==> src/hw/rtl/lts_pkg.sv <==
// Package for the token scanner: widths, scanner modes, token kinds, result type.
// No dependencies.
package lts_pkg;
	localparam int OFFSET_BITS = 16;
	localparam int MAX_RES = 3;

	typedef enum logic [8:0] {
		M_IDLE    = 9'b000000001,
		M_OPER    = 9'b000000010,
		M_SLASH   = 9'b000000100,
		M_COMMENT = 9'b000001000,
		M_STRING  = 9'b000010000,
		M_INT     = 9'b000100000,
		M_DOT     = 9'b001000000,
		M_FRAC    = 9'b010000000,
		M_WORD    = 9'b100000000
	} mode_t;

	localparam logic [5:0] K_DOT      = 6'd5;
	localparam logic [5:0] K_SLASH    = 6'd9;
	localparam logic [5:0] K_IDENT    = 6'd19;
	localparam logic [5:0] K_STRING   = 6'd20;
	localparam logic [5:0] K_NUMBER   = 6'd21;
	localparam logic [5:0] K_KEYWORD0 = 6'd22;

	localparam logic [1:0] E_NONE  = 2'd0;
	localparam logic [1:0] E_UNEXP = 2'd1;
	localparam logic [1:0] E_UNTERM = 2'd2;

	typedef struct packed {
		logic [5:0]  kind;
		logic [1:0]  err;
		logic [15:0] start;
		logic [15:0] len;
		logic [15:0] line;
		logic        last;
	} tok_t;

	// Keyword lookup on up to six bytes, byte 0 in the low bits.
	function automatic logic [5:0] word_kind(input logic [47:0] w, input logic [2:0] n);
		logic [5:0] k;
		k = K_IDENT;
		if (n <= 3'd6) begin
			case (w)
				{24'd0, "dna"}:      k = K_KEYWORD0 + 6'd0;
				{8'd0, "ssalc"}:     k = K_KEYWORD0 + 6'd1;
				{16'd0, "esle"}:     k = K_KEYWORD0 + 6'd2;
				{8'd0, "eslaf"}:     k = K_KEYWORD0 + 6'd3;
				{24'd0, "rof"}:      k = K_KEYWORD0 + 6'd4;
				{24'd0, "nuf"}:      k = K_KEYWORD0 + 6'd5;
				{32'd0, "fi"}:       k = K_KEYWORD0 + 6'd6;
				{24'd0, "lin"}:      k = K_KEYWORD0 + 6'd7;
				{32'd0, "ro"}:       k = K_KEYWORD0 + 6'd8;
				{8'd0, "tnirp"}:     k = K_KEYWORD0 + 6'd9;
				"nruter":            k = K_KEYWORD0 + 6'd10;
				{8'd0, "repus"}:     k = K_KEYWORD0 + 6'd11;
				{16'd0, "siht"}:     k = K_KEYWORD0 + 6'd12;
				{16'd0, "eurt"}:     k = K_KEYWORD0 + 6'd13;
				{24'd0, "rav"}:      k = K_KEYWORD0 + 6'd14;
				{8'd0, "elihw"}:     k = K_KEYWORD0 + 6'd15;
				default:             k = K_IDENT;
			endcase
		end
		return k;
	endfunction
endpackage

==> src/hw/rtl/lts_if.sv <==
// Valid/ready channel interfaces for the token scanner.
// No dependencies.
interface lts_in_if;
	logic       valid;
	logic       ready;
	logic [7:0] source_byte;
	logic       end_of_source;
	modport source (output valid, source_byte, end_of_source, input ready);
	modport sink (input valid, source_byte, end_of_source, output ready);
endinterface

interface lts_out_if;
	logic        valid;
	logic        ready;
	logic [5:0]  token_kind;
	logic [1:0]  error_code;
	logic [15:0] token_start;
	logic [15:0] token_length;
	logic [15:0] line_number;
	logic        last_of_run;
	modport source (output valid, token_kind, error_code, token_start, token_length,
		line_number, last_of_run, input ready);
	modport sink (input valid, token_kind, error_code, token_start, token_length,
		line_number, last_of_run, output ready);
endinterface

==> src/hw/rtl/lts_scan.sv <==
// Scanner core: state registers and next-state / token logic for one request.
// Depends on lts_pkg.
module lts_scan import lts_pkg::*; (
	input  logic        clk,
	input  logic        arst_n,
	input  logic        step,
	input  logic [7:0]  c,
	input  logic        eos,
	output tok_t [MAX_RES-1:0] res,
	output logic [1:0]  res_n
);
	typedef logic [OFFSET_BITS-1:0] ofs_t;

	mode_t       mode_q, mode_d;
	ofs_t        start_q, start_d, pos_q, pos_d;
	logic [15:0] line_q, line_d;
	logic [47:0] wbuf_q, wbuf_d;
	logic [2:0]  wlen_q, wlen_d;

	function automatic logic [15:0] lo16(input ofs_t v);
		logic [31:0] t;
		t = 32'(v);
		return t[15:0];
	endfunction

	always_comb begin
		logic       consumed, dig, alp;
		logic [5:0] okind;
		ofs_t       p, prev;
		tok_t       t;
		int         n;
		mode_d = mode_q; start_d = start_q; pos_d = pos_q; line_d = line_q;
		wbuf_d = wbuf_q; wlen_d = wlen_q;
		res = '0; n = 0; consumed = 1'b0;
		p = pos_q; prev = pos_q - ofs_t'(1);
		dig = (c >= "0") && (c <= "9");
		alp = ((c >= "a") && (c <= "z")) || ((c >= "A") && (c <= "Z")) || (c == "_");
		case (wbuf_q[7:0])
			"!":     okind = 6'd11;
			"=":     okind = 6'd13;
			">":     okind = 6'd15;
			default: okind = 6'd17;
		endcase
		t = '0;
		if (eos) begin
			case (mode_q)
				M_OPER:   begin t.kind = okind; t.start = lo16(start_q);
					t.len = lo16(p - start_q); res[0] = t; n = 1; end
				M_SLASH:  begin t.kind = K_SLASH; t.start = lo16(start_q);
					t.len = lo16(p - start_q); res[0] = t; n = 1; end
				M_STRING: begin t.err = E_UNTERM; t.start = lo16(start_q);
					t.len = lo16(p - start_q); res[0] = t; n = 1; end
				M_INT, M_FRAC: begin t.kind = K_NUMBER; t.start = lo16(start_q);
					t.len = lo16(p - start_q); res[0] = t; n = 1; end
				M_DOT:    begin t.kind = K_NUMBER; t.start = lo16(start_q);
					t.len = lo16(prev - start_q); res[0] = t;
					t.kind = K_DOT; t.start = lo16(prev); t.len = 16'd1; res[1] = t; n = 2; end
				M_WORD:   begin t.kind = word_kind(wbuf_q, wlen_q); t.start = lo16(start_q);
					t.len = lo16(p - start_q); res[0] = t; n = 1; end
				default: ;
			endcase
			for (int i = 0; i < MAX_RES; i++) res[i].line = line_q;
			mode_d = M_IDLE; start_d = '0; pos_d = '0; line_d = 16'd1;
			wbuf_d = '0; wlen_d = '0;
		end else begin
			// Pending token gets first look at the byte.
			t.start = lo16(start_q);
			t.line = line_q;
			case (mode_q)
				M_OPER: begin
					mode_d = M_IDLE;
					if (c == "=") begin
						consumed = 1'b1; t.kind = okind + 6'd1;
						t.len = lo16(p + ofs_t'(1) - start_q);
					end else begin
						t.kind = okind; t.len = lo16(p - start_q);
					end
					res[0] = t; n = 1;
				end
				M_SLASH: begin
					if (c == "/") begin consumed = 1'b1; mode_d = M_COMMENT; end
					else begin
						mode_d = M_IDLE; t.kind = K_SLASH; t.len = lo16(p - start_q);
						res[0] = t; n = 1;
					end
				end
				M_COMMENT: begin
					if (c == 8'h0a) mode_d = M_IDLE;
					else consumed = 1'b1;
				end
				M_STRING: begin
					consumed = 1'b1;
					if (c == "\"") begin
						mode_d = M_IDLE; t.kind = K_STRING;
						t.len = lo16(p + ofs_t'(1) - start_q); res[0] = t; n = 1;
					end else if (c == 8'h0a && line_q != 16'hffff) begin
						line_d = line_q + 16'd1;
					end
				end
				M_INT: begin
					if (dig) consumed = 1'b1;
					else if (c == ".") begin consumed = 1'b1; mode_d = M_DOT; end
					else begin
						mode_d = M_IDLE; t.kind = K_NUMBER; t.len = lo16(p - start_q);
						res[0] = t; n = 1;
					end
				end
				M_DOT: begin
					if (dig) begin consumed = 1'b1; mode_d = M_FRAC; end
					else begin
						mode_d = M_IDLE; t.kind = K_NUMBER; t.len = lo16(prev - start_q);
						res[0] = t; t.kind = K_DOT; t.start = lo16(prev); t.len = 16'd1;
						res[1] = t; n = 2;
					end
				end
				M_FRAC: begin
					if (dig) consumed = 1'b1;
					else begin
						mode_d = M_IDLE; t.kind = K_NUMBER; t.len = lo16(p - start_q);
						res[0] = t; n = 1;
					end
				end
				M_WORD: begin
					if (alp || dig) begin
						consumed = 1'b1;
						if (wlen_q < 3'd6) begin
							wbuf_d = wbuf_q | (48'(c) << {wlen_q, 3'b000});
							wlen_d = wlen_q + 3'd1;
						end else wlen_d = 3'd7;
					end else begin
						mode_d = M_IDLE; t.kind = word_kind(wbuf_q, wlen_q);
						t.len = lo16(p - start_q); res[0] = t; n = 1;
					end
				end
				default: mode_d = M_IDLE;
			endcase
			// Byte not taken by a pending token starts a new one.
			if (!consumed) begin
				if (mode_q == M_IDLE) begin wbuf_d = '0; wlen_d = '0; end
				start_d = p;
				t = '0; t.start = lo16(p); t.len = 16'd1; t.line = line_d;
				case (c)
					"(": begin t.kind = 6'd0; res[n] = t; n++; end
					")": begin t.kind = 6'd1; res[n] = t; n++; end
					"{": begin t.kind = 6'd2; res[n] = t; n++; end
					"}": begin t.kind = 6'd3; res[n] = t; n++; end
					",": begin t.kind = 6'd4; res[n] = t; n++; end
					".": begin t.kind = K_DOT; res[n] = t; n++; end
					"-": begin t.kind = 6'd6; res[n] = t; n++; end
					"+": begin t.kind = 6'd7; res[n] = t; n++; end
					";": begin t.kind = 6'd8; res[n] = t; n++; end
					"*": begin t.kind = 6'd10; res[n] = t; n++; end
					"/": mode_d = M_SLASH;
					"!", "=", "<", ">": begin mode_d = M_OPER; wbuf_d = 48'(c); end
					" ", 8'h0d, 8'h09: ;
					8'h0a: if (line_q != 16'hffff) line_d = line_q + 16'd1;
					"\"": mode_d = M_STRING;
					default: begin
						if (dig) mode_d = M_INT;
						else if (alp) begin mode_d = M_WORD; wbuf_d = 48'(c); wlen_d = 3'd1; end
						else begin t.err = E_UNEXP; res[n] = t; n++; end
					end
				endcase
			end
			pos_d = p + ofs_t'(1);
		end
		res_n = 2'(n);
		if (n > 0) res[n-1].last = 1'b1;
	end

	always_ff @(posedge clk or negedge arst_n) begin
		if (!arst_n) begin
			mode_q <= M_IDLE; start_q <= '0; pos_q <= '0; line_q <= 16'd1;
			wbuf_q <= '0; wlen_q <= '0;
		end else if (step) begin
			mode_q <= mode_d; start_q <= start_d; pos_q <= pos_d; line_q <= line_d;
			wbuf_q <= wbuf_d; wlen_q <= wlen_d;
		end
	end

`ifndef SYNTHESIS
	a_line_pos: assert property (@(posedge clk) disable iff (!arst_n)
		line_q != 16'd0) else $error("line count zero");
	a_eos_rst: assert property (@(posedge clk) disable iff (!arst_n)
		step && eos |=> pos_q == '0 && mode_q == M_IDLE) else $error("end flush");
	a_wlen: assert property (@(posedge clk) disable iff (!arst_n)
		mode_q == M_WORD |-> wlen_q != 3'd0) else $error("word length");
`endif
endmodule

==> src/hw/rtl/lts_outq.sv <==
// Result queue: holds up to eight results, up to three pushed per request;
// drains one per cycle while ready is high. Depends on lts_pkg.
module lts_outq import lts_pkg::*; (
	input  logic        clk,
	input  logic        arst_n,
	input  logic        push,
	input  tok_t [MAX_RES-1:0] res,
	input  logic [1:0]  res_n,
	output logic        room,
	output logic        valid,
	input  logic        ready,
	output tok_t        head
);
	localparam int DEPTH = 8;
	tok_t        mem_q [DEPTH];
	logic [2:0]  rd_q, wr_q;
	logic [3:0]  cnt_q;
	logic        pop;

	assign valid = cnt_q != 4'd0;
	assign pop   = valid && ready;
	assign head  = mem_q[rd_q];
	// Accept while three free slots remain, not counting this cycle's drain.
	assign room  = cnt_q <= 4'd5;

	always_ff @(posedge clk) begin
		if (push) begin
			for (int i = 0; i < MAX_RES; i++)
				if (2'(i) < res_n) mem_q[wr_q + 3'(i)] <= res[i];
		end
	end

	always_ff @(posedge clk or negedge arst_n) begin
		if (!arst_n) begin
			rd_q <= '0; wr_q <= '0; cnt_q <= '0;
		end else begin
			if (pop) rd_q <= rd_q + 3'd1;
			if (push) wr_q <= wr_q + 3'(res_n);
			cnt_q <= cnt_q + (push ? 4'(res_n) : 4'd0) - (pop ? 4'd1 : 4'd0);
		end
	end

`ifndef SYNTHESIS
	a_cnt: assert property (@(posedge clk) disable iff (!arst_n)
		cnt_q <= 4'd8) else $error("queue overflow");
	a_ptr: assert property (@(posedge clk) disable iff (!arst_n)
		3'(wr_q - rd_q) == cnt_q[2:0]) else $error("pointer mismatch");
	a_room: assert property (@(posedge clk) disable iff (!arst_n)
		push |-> cnt_q <= 4'd5) else $error("push without room");
`endif
endmodule

==> src/hw/rtl/lox_token_scanner_top.sv <==
// Top level of the token scanner: input handshake, scanner core, result queue.
// Depends on lts_pkg, lts_if, lts_scan, lts_outq.
//
//  channel | direction | payload
//  in      | sink      | source_byte[8], end_of_source[1]
//  out     | source    | kind[6], error[2], start/length/line[16], last[1]
//
// One byte is taken every cycle; its 0 to 3 tokens are computed in the same
// cycle and written into an eight-entry result queue that drains one per cycle.
// in.ready drops only when fewer than three queue slots are free, so throughput
// is one request per cycle while the output keeps up with the token rate.
// Reset (arst_n low) returns to idle mode, offset 0, line 1, queue empty.
module lox_token_scanner_top import lts_pkg::*; (
	input  logic clk,
	input  logic arst_n,
	lts_in_if.sink    in_ch,
	lts_out_if.source out_ch
);
	tok_t [MAX_RES-1:0] res;
	logic [1:0] res_n;
	logic       room, step;
	tok_t       head;

	// Accept whenever the queue can absorb a full burst of results.
	assign in_ch.ready = room;
	assign step = in_ch.valid && room;

	lts_scan u_scan (
		.clk(clk), .arst_n(arst_n), .step(step),
		.c(in_ch.source_byte), .eos(in_ch.end_of_source),
		.res(res), .res_n(res_n)
	);

	lts_outq u_q (
		.clk(clk), .arst_n(arst_n), .push(step), .res(res), .res_n(res_n),
		.room(room), .valid(out_ch.valid), .ready(out_ch.ready), .head(head)
	);

	assign out_ch.token_kind   = head.kind;
	assign out_ch.error_code   = head.err;
	assign out_ch.token_start  = head.start;
	assign out_ch.token_length = head.len;
	assign out_ch.line_number  = head.line;
	assign out_ch.last_of_run  = head.last;

`ifndef SYNTHESIS
	a_err_kind: assert property (@(posedge clk) disable iff (!arst_n)
		out_ch.valid && out_ch.error_code != E_NONE |-> out_ch.token_kind == 6'd0)
		else $error("error result with kind");
	a_line: assert property (@(posedge clk) disable iff (!arst_n)
		out_ch.valid |-> out_ch.line_number != 16'd0) else $error("line zero");
	a_ready: assert property (@(posedge clk) disable iff (!arst_n)
		in_ch.ready == room) else $error("ready mismatch");
`endif
endmodule

==> src/flat_wrapper.sv <==
// flat-port wrapper written by rule: the top's interface ports become plain ports
module lox_token_scanner_top_flat import lts_pkg::*;
  (clk, arst_n, in_ch_valid, in_ch_source_byte, in_ch_end_of_source, in_ch_ready, out_ch_valid, out_ch_token_kind, out_ch_error_code, out_ch_token_start, out_ch_token_length, out_ch_line_number, out_ch_last_of_run, out_ch_ready);
  lts_in_if in_ch_i ();
  lts_out_if out_ch_i ();
  input  logic clk;
  input  logic arst_n;
  input wire logic [$bits(in_ch_i.valid)-1:0] in_ch_valid;
  input wire logic [$bits(in_ch_i.source_byte)-1:0] in_ch_source_byte;
  input wire logic [$bits(in_ch_i.end_of_source)-1:0] in_ch_end_of_source;
  output wire logic [$bits(in_ch_i.ready)-1:0] in_ch_ready;
  output wire logic [$bits(out_ch_i.valid)-1:0] out_ch_valid;
  output wire logic [$bits(out_ch_i.token_kind)-1:0] out_ch_token_kind;
  output wire logic [$bits(out_ch_i.error_code)-1:0] out_ch_error_code;
  output wire logic [$bits(out_ch_i.token_start)-1:0] out_ch_token_start;
  output wire logic [$bits(out_ch_i.token_length)-1:0] out_ch_token_length;
  output wire logic [$bits(out_ch_i.line_number)-1:0] out_ch_line_number;
  output wire logic [$bits(out_ch_i.last_of_run)-1:0] out_ch_last_of_run;
  input wire logic [$bits(out_ch_i.ready)-1:0] out_ch_ready;
  assign in_ch_i.valid = in_ch_valid;
  assign in_ch_i.source_byte = in_ch_source_byte;
  assign in_ch_i.end_of_source = in_ch_end_of_source;
  assign in_ch_ready = in_ch_i.ready;
  assign out_ch_valid = out_ch_i.valid;
  assign out_ch_token_kind = out_ch_i.token_kind;
  assign out_ch_error_code = out_ch_i.error_code;
  assign out_ch_token_start = out_ch_i.token_start;
  assign out_ch_token_length = out_ch_i.token_length;
  assign out_ch_line_number = out_ch_i.line_number;
  assign out_ch_last_of_run = out_ch_i.last_of_run;
  assign out_ch_i.ready = out_ch_ready;
  lox_token_scanner_top u_core (.clk(clk), .arst_n(arst_n), .in_ch(in_ch_i), .out_ch(out_ch_i));
endmodule
==> config.mk <==
export PLATFORM = sky130hd
export DESIGN_NAME = lox_token_scanner_top_flat
export DESIGN_NICKNAME = d
export VERILOG_FILES = /design/src/hw/rtl/lts_pkg.sv /design/src/hw/rtl/lts_if.sv /design/src/hw/rtl/lts_scan.sv /design/src/hw/rtl/lts_outq.sv /design/src/hw/rtl/lox_token_scanner_top.sv /design/src/flat_wrapper.sv
export SDC_FILE = /design/constraint.sdc
export NUM_CORES = 2
export LEC_CHECK = 0
export BUFFER_PORTS_ARGS = -buffer_cell sky130_fd_sc_hd__buf_2
export CAP_MARGIN = 20
export CORE_UTILIZATION = 64
export CTS_CLUSTER_SIZE = 14
export DETAILED_ROUTE_END_ITERATION = 10
export PLACE_DENSITY = 0.91
export SLEW_MARGIN = 15
export SYNTH_ARGS = -nofsm -noshare
export SYNTH_HDL_FRONTEND = slang
export SYNTH_SLANG_ARGS = --single-unit
==> constraint.sdc <==
create_clock -name clk -period 13.8 [get_ports clk]
set_clock_uncertainty 0.15 [all_clocks]
set_input_delay 0.69 -clock clk [delete_from_list [all_inputs] [get_ports clk]]
set_output_delay 0.69 -clock clk [all_outputs]
set_load 0.01 [all_outputs]
==> results.json <==
{
  "status": "complete, but fails checks",
  "failed_checks": "design-rule violations",
  "grt_start_max_net_pins": 82,
  "floorplan.die.height_um": 231,
  "postRouteAntennaNets": 0,
  "synth_area_per_cell_um2": 10.9,
  "via_count_of_the_first_global_routing_pass": 28400,
  "timing_worst_slew_pin_value_ps": 1340,
  "fmaxAchievable_mhz": 153,
  "slew-limit-headroom_pct": 9.77,
  "initial_core_util_pct": 65.1,
  "synth.yosys.seq_area_share_pct": 49.5,
  "worst_ep_arrival_time_ps": 6670,
  "p_leak_nw": 13.3,
  "die_x_um": 231,
  "asyncSetResetFlopFracSynth_pct": 20.6,
  "post-route-util_pct": 70.6,
  "grt.total_usage_pct": 43.5,
  "totalNegativeSetupSlack_ps": 0,
  "postRouteWirelength_mm": 116,
  "share_of_final_layout_standard_cells_stronger_than_drive_strength_1_pct": 15.4,
  "yosysTopAreaCellShare_pct": 40.7,
  "timing.setup.critical_path_class": "reg2reg",
  "syn_inst": 3082,
  "viasPerCell": 7.69,
  "worst_skew_pair.late_latency_ps": 640,
  "required_ps": 13910,
  "worst_r2r_startpoint": "u_core.u_scan.mode_q[5]$_DFFE_PN0P_",
  "hold_path.class": "in2reg",
  "flow.area_growth_from_synthesis_pct": 8.32,
  "io-pin-count": 72,
  "post_cts.resized_instances": 0,
  "ys_ff_latch": 574,
  "rrSetupSlack_ps": 7250,
  "cts_hold_repair.buffers": 1,
  "worstSetupEndpointType": "register",
  "tmin_final_ps": 6550,
  "drt_pre_antenna_iters": 11,
  "overflow": 0,
  "tritoncts_num_sinks": 574,
  "syn_nets": 3165,
  "layout.cells.most_common": "sky130_fd_sc_hd__edfxtp_1",
  "synth-edff-count": 456,
  "rsz0062_at_grt": "false",
  "cp-start-kind": "register",
  "post_synth_main_area_contributors": "sky130_fd_sc_hd__edfxtp_1 (41%), sky130_fd_sc_hd__dfrtp_1 (8.6%), sky130_fd_sc_hd__mux4_2 (7.6%)",
  "netlist_area_um2": 33600,
  "die_area_um2": 53500,
  "dr.first_iter.drc_count": 5593,
  "setup_viol": 0,
  "cap_violations": 0,
  "grt_first_pass_wirelength_mm": 173,
  "grt_antenna_before_repair": 2,
  "path_max_fanout": 40,
  "power.density_cell_area_nw_per_um2": 165,
  "ys_dominant_reg_cell": "sky130_fd_sc_hd__edfxtp_1",
  "nFillCells": 3437,
  "finalNetCount": 3114,
  "synth_cell_type_count": 94,
  "core_area_um2": 51600,
  "yosys.area.top_type": "sky130_fd_sc_hd__edfxtp_1",
  "core.rowCount": 83,
  "drc": 252,
  "synth.yosys.warnings": 0,
  "via_count": 28900,
  "dpl.hpwl_mm": 74.5,
  "cts_buffer_depth": 3,
  "ant_diodes": 0,
  "final_min_period_over_clock_period_pct": 47.5,
  "port_buffers": 71,
  "finalPower_w": 0.00600,
  "htree_levels": 2,
  "cts_tree": "yes",
  "gp_congestion": 1.02,
  "peakVddDrop_mv": 0.136,
  "wire_per_inst_um": 30.9,
  "cts-buffers-inserted": 58,
  "timing.critical_path.from": "u_core.u_scan.mode_q[5]$_DFFE_PN0P_",
  "layout_common_cells": "sky130_fd_sc_hd__edfxtp_1 (456), sky130_fd_sc_hd__nand2_1 (319), sky130_fd_sc_hd__nor2_1 (293), sky130_fd_sc_hd__a21oi_1 (136), sky130_fd_sc_hd__o221ai_1 (127)",
  "cts_setup_buffers": 0,
  "cts_root_buffer_type": "sky130_fd_sc_hd__clkbuf_16",
  "hold_violations": 0,
  "number_of_slew_limit_violations_in_the_final_report": 0,
  "clk_pin_slew_worst_paths_ps": 60,
  "hold_path_startpoint": "in_ch_end_of_source"
}
[report_power, final]
part / internal (W) / switching, W
Sequential: 0.00198 / 0.000181
Combinational: 0.000963 / 0.00131
Clock: 0.000868 / 0.000710
Total: 0.00381 / 0.00220
[critical path, cell delays in order (launching register included)]
cell and delay [ps]:
sky130_fd_sc_hd__dfrtp_1 490, sky130_fd_sc_hd__nor3_1 380, sky130_fd_sc_hd__and4_1 550, sky130_fd_sc_hd__o21ai_0 230, sky130_fd_sc_hd__a21oi_1 470, sky130_fd_sc_hd__nor2_1 190
sky130_fd_sc_hd__ha_1 330, sky130_fd_sc_hd__nor4b_2 270, sky130_fd_sc_hd__or3_1 580, sky130_fd_sc_hd__o21ai_1 460, sky130_fd_sc_hd__nand2b_1 410, sky130_fd_sc_hd__o31ai_4 920
sky130_fd_sc_hd__buf_4 700
[worst paths after layout]
path                       depth (start not counted)                              endpoint
hold / removal                                     2   u_core.u_scan.mode_q[1]$_DFFE_PN0P_
max in group asynchronous                          3        u_core.u_q.rd_q[1]$_DFFE_PN0P_
setup / recovery                                  12     u_core.u_q.mem_q[1][54]$_DFFE_PP_
min in group asynchronous                          2    u_core.u_scan.pos_q[5]$_DFFE_PN0P_
setup reg to reg                                  12     u_core.u_q.mem_q[1][54]$_DFFE_PP_
hold reg to reg                                    1  u_core.u_scan.wbuf_q[15]$_DFFE_PN0P_
[cells by family (layout without fill, tap and decap cells)]
family          after synthesis  after routing  share of synthesized area [%]
fa+ha+maj                    70             70                           2.72
flops                       574            574                           49.5
xor+xnor                     82             82                           2.14
mux                         175            175                           9.67
compound gates              760            760                           15.9
buf+inv                     310            308                           3.74
simple gates               1111           1111                           16.3
[stage by stage]
stage,instances,hold WS [ps],area [um2],worst slack (ps)
2_1_floorplan,3082,244,33600,3940
3_3_place_gp,3640,361,34400,7080
3_5_place_dp,3641,366,34400,6910
4_1_cts,3751,230,36300,7380
5_1_grt,3760,236,36400,6900
6_report,3760,222,36400,7250
[synth_stat cells, types with 56 or more instances]
| cell type | number |
|---|---|
| sky130_fd_sc_hd__nor3_1 | 68 |
| sky130_fd_sc_hd__xnor2_1 | 56 |
| sky130_fd_sc_hd__clkbuf_1 | 165 |
| sky130_fd_sc_hd__ha_1 | 65 |
| sky130_fd_sc_hd__nor2_1 | 295 |
| sky130_fd_sc_hd__edfxtp_1 | 456 |
| sky130_fd_sc_hd__a21oi_1 | 141 |
| sky130_fd_sc_hd__mux2_2 | 58 |
| sky130_fd_sc_hd__and2_1 | 87 |
| sky130_fd_sc_hd__o21ai_0 | 125 |
| sky130_fd_sc_hd__a22o_1 | 62 |
| sky130_fd_sc_hd__o221ai_1 | 127 |
| sky130_fd_sc_hd__nand2_1 | 320 |
| sky130_fd_sc_hd__dfrtp_1 | 116 |
| sky130_fd_sc_hd__mux4_2 | 114 |
[routing by layer]
| layer | track usage, % | up-vias | part of all wire (%) | routed length [um] |
|---|---|---|---|---|
| met3 | 14.1 | 735 | 15 | 17900 |
| met1 | 55.2 | 13700 | 33 | 38800 |
| li1 | - | 11700 | - | - |
| met4 | 23.7 | 6 | 6.6 | 7650 |
| met5 | 1.75 | - | 0.074 | 86 |
| met2 | 66.3 | 2791 | 45 | 51700 |
[area by class of cell]
class	count	area (um2)	area share, %
sequential	574	16700	45.7
multi-input combinational	2198	15900	43.7
clock inverter	36	339	0.931
timing repair buffer	145	936	2.57
tap	680	851	2.34
inverter	54	203	0.556
clock buffer	73	1530	4.21
[state kept, by name, summed over array words and instances (netlist names)]
name                   count
u_core.u_q.cnt_q           4
u_core.u_q.mem_q         456
u_core.u_q.rd_q            3
u_core.u_q.wr_q            3
u_core.u_scan.line_q      16
u_core.u_scan.mode_q       9
u_core.u_scan.pos_q       16
u_core.u_scan.start_q     16
u_core.u_scan.wbuf_q      48
u_core.u_scan.wlen_q       3
No activity file was read; power rests on OpenSTA's default activity.
